--- src/design/plot_correlation_track_initiator_defines.svh ---
// assertion macros for the plot correlation track initiator
// needs i_clk and i_rst_n in the scope where a macro is used
`ifndef PLOT_CORRELATION_TRACK_INITIATOR_DEFINES_SVH
`define PLOT_CORRELATION_TRACK_INITIATOR_DEFINES_SVH

// same-cycle property, off while reset is low
`define PCTI_ASSERT(label, prop, msg) \
    label: assert property (@(posedge i_clk) disable iff (!i_rst_n) prop) else $error(msg);

// condition in one cycle implies consequence in the next
`define PCTI_ASSERT_NEXT(label, ante, cons, msg) \
    label: assert property (@(posedge i_clk) disable iff (!i_rst_n) (ante) |=> (cons)) \
        else $error(msg);

`endif

--- src/design/pcti_div.sv ---
// restoring divider, one quotient bit per cycle
// no package needed
module pcti_div #(
    parameter int DW = 32,
    parameter int VW = 20
) (
    input  logic          i_clk,
    input  logic          i_rst_n,
    input  logic          i_start,
    input  logic [DW-1:0] i_dividend,
    input  logic [VW-1:0] i_divisor,
    output logic          o_done,
    output logic [DW-1:0] o_quot,
    output logic [VW-1:0] o_rem
);
    localparam int CNW = (DW > 1) ? $clog2(DW) : 1;

    logic          r_busy;
    logic          r_done;
    logic [CNW-1:0] r_cnt;
    logic [DW-1:0] r_q;
    logic [VW-1:0] r_rem;
    logic [VW-1:0] r_d;
    logic [VW:0]   shifted;
    logic          fits;

    // trial subtract of the next partial remainder
    always_comb begin
        shifted = {r_rem, r_q[DW-1]};
        fits    = (shifted >= {1'b0, r_d});
    end

    // control
    always_ff @(posedge i_clk) begin
        if (!i_rst_n) begin
            r_busy <= 1'b0;
            r_done <= 1'b0;
            r_cnt  <= '0;
        end else begin
            r_done <= 1'b0;
            if (i_start) begin
                r_busy <= 1'b1;
                r_cnt  <= '0;
            end else if (r_busy) begin
                r_cnt <= r_cnt + 1'b1;
                if (r_cnt == CNW'(DW - 1)) begin
                    r_busy <= 1'b0;
                    r_done <= 1'b1;
                end
            end
        end
    end

    // datapath
    always_ff @(posedge i_clk) begin
        if (i_start) begin
            r_q   <= i_dividend;
            r_rem <= '0;
            r_d   <= i_divisor;
        end else if (r_busy) begin
            r_q   <= {r_q[DW-2:0], fits};
            r_rem <= fits ? VW'(shifted - {1'b0, r_d}) : shifted[VW-1:0];
        end
    end

    assign o_done = r_done;
    assign o_quot = r_q;
    assign o_rem  = r_rem;
endmodule

--- config.mk ---
export PLATFORM = sky130hd
export DESIGN_NAME = pcti_div
export DESIGN_NICKNAME = d
export VERILOG_FILES = /design/src/design/plot_correlation_track_initiator_defines.svh /design/src/design/pcti_div.sv
export SDC_FILE = /design/constraint.sdc
export NUM_CORES = 1
export LEC_CHECK = 0
export BUFFER_PORTS_ARGS = -buffer_cell sky130_fd_sc_hd__buf_2
export CORE_UTILIZATION = 45
export CTS_CLUSTER_DIAMETER = 100
export DETAILED_ROUTE_END_ITERATION = 8
export PLACE_DENSITY_LB_ADDON = 0.2
export SKIP_LAST_GASP = 1
export SLEW_MARGIN = 20
export SYNTH_ARGS = -nofsm -noshare
export SYNTH_HDL_FRONTEND = slang
export SYNTH_SLANG_ARGS = --single-unit
export TNS_END_PERCENT = 10
--- constraint.sdc ---
create_clock -name i_clk -period 3 [get_ports i_clk]
set_clock_uncertainty 0.2 [all_clocks]
set_input_delay 0.15 -clock i_clk [delete_from_list [all_inputs] [get_ports i_clk]]
set_output_delay 0.15 -clock i_clk [all_outputs]
set_load 0.05 [all_outputs]
==> results_dict.tcl, run 1 <==
set metrics [dict create \
    power_density_nw_per_um2 480 \
    io_buffers 107 \
    syn_to_final_growth_pct 33.3 \
    peakVddDrop_v 0.000283 \
    drv_cap 0 \
    yosysTopAreaCellShare_pct 36.5 \
    synthesis.area_um2 4270 \
    drc 0 \
    grt_use_total_pct 23.7 \
    insertion_delay_ps 360 \
    ys_seq_elements 79 \
    drtIter0Drc 153 \
    avgSynthCellArea_um2 10.9 \
    required_ps 3050 \
    antenna_found_initial 0 \
    hold-path-endpoint "o_rem[15]" \
    grt_max_degree 68 \
    dr.pass1.iters 7 \
    min-delay-start "i_start" \
    design_area_um2 5700 \
    place.gp.congestion 0.939 \
    final_hold_viol_count 0 \
    viasPerCell 5.38 \
    ys_seq_area_share_pct 49.2 \
    synth-edff-count 52 \
    crit_path_cell_trace "inv_1, ha_1, fa_1, nand2b_1, a21oi_1, nor4_2, o31ai_1, buf_4, xor2_1, nor4_1, nor4_1" \
    endpoint_kind "flop" \
    antenna_left 0 \
    syn_nets 471 \
    hold_class "in -> reg" \
    vias 3721 \
    coreArea_um2 9240 \
    slew_violations 0 \
    die_h_um 99.5 \
    fin_nets 635 \
    post_cts_buffers 0 \
    async_reset_ff_share_pct 0 \
    initial_core_util_pct 46.3 \
    cts.sinks 79 \
    r2r-start "o_quot[31]" \
    root_buffer "clkbuf_8" \
    yosys-top-cells-area "edfxtp_1, dfxtp_1, mux2_2, ha_1, nand2_1" \
    cp_common_cell "nor4_1" \
    slew_headroom_pct 34.6 \
    hold_depth 4 \
    synth_area_leader_cell "edfxtp_1" \
    synth_common_cells "edfxtp_1, nand2_1, mux2_2" \
    ff2ff_setup_slack_ps 100 \
    critPathSlowestCell "fa_1" \
    synth_cell_types 55 \
    cp_max_fo 4 \
    wl_per_cell_um 16.5 \
    arrival_ps 2950 \
    clockBufferDepth 2 \
    yosysMostFrequentCell "edfxtp_1" \
    pin_count 108 \
    ff2ff_path_depth 11 \
    rsz0062_at_grt "yes" \
    cts_tree "done" \
    layout-drive-gt1-share_pct 31.0 \
    p_leak_nw 2.46 \
    yosys_warnings 0 \
    max_slew.worst_pin.slew_ps 977 \
    place_area_um2 4980 \
    fmax_mhz 345 \
    grt_pass1_vias 3642 \
    drt-total-wl_um 11400 \
    setup_violations 0 \
    synthFlopType "edfxtp_1" \
    die_area_um2 9890 \
    overflow 0 \
    grt_pass1_wl_um 18000 \
    r2r-end "o_rem[12]" \
    dpl.hpwl_um 7650 \
    min_period_ps 2900 \
    clk_pin_slew_ps 100 \
    fin_util_pct 61.6 \
    h-tree-depth 3 \
    status "complete, no violations" \
    cts_buffers 9 \
    synthCells 393 \
    fp.dieW_um 99.5 \
    rows 35 \
    crit_type "reg -> reg" \
    slowest_delay_ps 420 \
    cp-start-kind "flop" \
    diodes 0 \
    period_share_pct 96.5 \
    power_mw 2.74 \
]
## sequential cells by signal (all words and copies together) (netlist names)
name,flops
o_quot,32
o_rem,20
o_done,1
r_busy,1
r_d,20
r_cnt,5
## report_power, final
group	switching (mW)	internal, mW	total, mW
clock network	0.443	0.308	0.751
logic	0.435	0.252	0.687
registers	0.0461	1.25	1.30
## critical path, delay by kind of cell (launching register included)
kind,cells,cell delay [ps]
AOI/OAI and AO/OA,2,490
xor gates and xnor gates,1,160
DFF,1,380
adders and majority gates,2,650
and+or+nand+nor,4,660
buffers and inverters,2,240
## worst max-delay path by stage
stage	depth (start not counted)	to	from	slack, ps
final	11	o_rem[12]	o_quot[31]	100
after floorplan	10	o_rem[12]	o_quot[31]	110
after global placement	11	o_rem[12]	o_quot[31]	220
after global routing	11	o_rem[12]	o_quot[31]	-20
after CTS	10	o_rem[16]	o_quot[31]	70
after detailed placement	10	o_rem[16]	o_quot[31]	120
## area by class of cell
type,count,area [um2]
fill,768,3540
inverter,23,86.3
timing repair buffer,171,1160
multi-input combinational,273,2010
clock inverter,7,55.1
sequential,79,2100
clock buffer,9,124
tap,129,161
## kinds of logic (layout without fill, tap and decap cells)
| family | Yosys count | count (layout) | synth area share [%] |
|---|---|---|---|
| AO/OA/AOI/OAI | 84 | 84 | 14.0 |
| AND/OR/NAND/NOR | 109 | 109 | 12.1 |
| adder cells (fa/ha/maj) | 23 | 23 | 6.91 |
| XOR/XNOR | 18 | 18 | 3.69 |
| buffers and inverters | 41 | 210 | 4.04 |
| flip-flops | 79 | 79 | 49.2 |
| multiplexers | 39 | 39 | 10.1 |
## timing repair
action,CTS,global route
resized for setup,0,1
endpoints found under the setup margin,0,4
hold endpoints to repair,59,0
hold buffers,53,0
## layout by cell type, fill, tap and decap left out, types with 8 or more instances in the layout
master,synthesis,final
o21ai_0,17,17
nand2_1,33,33
buf_2,3,107
and3_1,8,8
a21oi_1,18,18
buf_4,2,10
inv_1,22,22
nand3_1,10,10
clkbuf_8,0,9
ha_1,22,22
edfxtp_1,52,52
dfxtp_1,27,27
dlygate4sd3_1,0,53
xor2_1,11,11
mux2_2,32,32
nand4_1,9,9
nor2_1,29,29
## metal layers
metal / up-vias / global-route usage (%) / part of all wire [%]
met2: 151 / 40.0 / 49
met3: 18 / 4.92 / 6.6
li1: 1784 / - / -
met5: - / 0 / 0
met1: 1768 / 30.1 / 43
met4: 0 / 8.71 / 1.9
## through the flow
step                      hold slack [ps]  instances  worst slack (ps)  TNS, ps
after floorplan                      48.9        393               111        0
after global placement                126        622               225        0
after detailed placement              128        622               116        0
after CTS                             146        691              65.6        0
after global routing                  177        691             -24.3    -37.0
final                                 141        691               104        0
Note: power is estimated with default switching activity, not from simulation.
==> inputs of run 2 (changes only) <==
--- a/config.mk
+++ b/config.mk
@@ -9,7 +9,7 @@
 export CORE_UTILIZATION = 45
 export CTS_CLUSTER_DIAMETER = 100
 export DETAILED_ROUTE_END_ITERATION = 8
-export PLACE_DENSITY_LB_ADDON = 0.2
+export PLACE_DENSITY = 0.69
 export SKIP_LAST_GASP = 1
 export SLEW_MARGIN = 20
 export SYNTH_ARGS = -nofsm -noshare
==> run 2 against run 1 <==
Via count is 0.35% lower. Setup slack better by 110 ps. Final cell count fell by 0.14%. First-iteration DRC count shrank 19%. Clock-buffer cell count grew 2. Critical path type unchanged. Largest cell class unchanged.
==> results_dict.tcl, run 2 (synthesized netlist as in run 1, its figures left out) <==
set metrics [dict create \
    status "complete, no violations" \
    dr.pass1.iters 4 \
    grt_use_total_pct 23.9 \
    crit_type "reg -> reg" \
    layout-drive-gt1-share_pct 30.5 \
    vias 3708 \
    peakVddDrop_v 0.000348 \
    wl_per_cell_um 16.6 \
    coreArea_um2 9240 \
    h-tree-depth 3 \
    largest_reg_flops 32 \
    max_slew.worst_pin.slew_ps 975 \
    slew_headroom_pct 34.8 \
    area.sequential_um2 2100 \
    drv_cap 0 \
    cp-start-kind "flop" \
    die_h_um 99.5 \
    hold_slack_ps 129 \
    fmax_mhz 359 \
    drtIter0Drc 124 \
    initial_core_util_pct 46.3 \
    clockBufferDepth 2 \
    final_common_cell "buf_2" \
    overflow 0 \
    place.gp.congestion 0.902 \
    endpoint_kind "flop" \
    drc 0 \
    antenna_found_initial 0 \
    pin_count 108 \
    cp_max_fo 3 \
    io_buffers 107 \
    period_share_pct 92.7 \
    drt-total-wl_um 11500 \
    antenna_left 0 \
    cts.sinks 79 \
    rsz0062_at_grt "no" \
    cts_tree "done" \
    required_ps 3030 \
    root_buffer "clkbuf_8" \
    dp.cells 621 \
    instances_no_fill 690 \
    clk_pin_slew_ps 90 \
    hold_class "in -> reg" \
    p_leak_nw 2.48 \
    power_density_nw_per_um2 514 \
    diodes 0 \
    setup_violations 0 \
    rows 35 \
    min_period_ps 2780 \
    slew_violations 0 \
    viasPerCell 5.37 \
    fillers 778 \
    arrival_ps 2810 \
    final_hold_viol_count 0 \
    fin_nets 634 \
    grt_pass1_vias 3701 \
    mostFrequentLayoutCells "buf_2, dlygate4sd3_1, edfxtp_1, nand2_1, mux2_2" \
    dpl.hpwl_um 7610 \
    grt_max_degree 68 \
    syn_to_final_growth_pct 34.2 \
    cts_buffers 9 \
    insertion_delay_ps 350 \
    fp.dieW_um 99.5 \
    grt_pass1_wl_um 18300 \
    tns_ps 0 \
    multi_input_area_um2 2000 \
    die_area_um2 9890 \
]
-- run 2: timing repair --
action	4_1_cts	5_1_grt
resized for setup	0	1
hold endpoints to repair	59	0
endpoints found under the setup margin	0	1
buffers inserted	0	0
hold buffers	53	0
-- run 2: layout make-up --
cell class | instances | share of cell area (%)
clock inverter | 5 | 1.88
inverter | 23 | 1.51
clock buffer | 11 | 2.29
multi-input combinational | 273 | 35.0
sequential | 79 | 36.7
timing repair buffer | 170 | 19.9
tap | 129 | 2.81
-- run 2: final timing paths --
path,from,end,slack [ps],depth (start not counted)
min,i_start,o_rem[5],130,4
max,o_quot[31],o_rem[16],220,10
min reg2reg,o_rem[8],o_rem[8],300,2
max reg2reg,o_quot[31],o_rem[16],220,10
-- run 2: layer usage --
| layer | track usage, % | part of all wire (%) | up-vias |
|---|---|---|---|
| met5 | 0 | 0 | - |
| met1 | 29.3 | 43 | 1759 |
| met4 | 11.4 | 2.8 | 0 |
| met3 | 5.06 | 4.8 | 30 |
| li1 | - | - | 1780 |
| met2 | 40.2 | 50 | 139 |
-- run 2: power by group --
part / switching [mW] / internal (mW) / total [mW]
logic: 0.436 / 0.247 / 0.683
registers: 0.0475 / 1.25 / 1.30
clock network: 0.406 / 0.557 / 0.963
total: 0.890 / 2.06 / 2.95
-- run 2: through the flow --
step	instance area, um2	setup slack, ps	power (mW)	utilization [%]
after floorplan	4270	111	1.77	-
after global placement	4960	208	1.93	53.7
after detailed placement	4960	232	1.94	53.7
after CTS	5730	223	2.95	62.0
after global routing	5730	36.0	3.06	62.1
final	5730	218	2.95	62.1
-- run 2: worst max-delay path, cell delays in order, from the launching register on --
cell and delay, ps:
edfxtp_1 430, inv_1 80, ha_1 170, fa_1 220, nand2b_1 140, a21oi_1 100
nor4_1 440, nor2_1 180, a211oi_1 310, xor2_1 250, o221ai_1 140
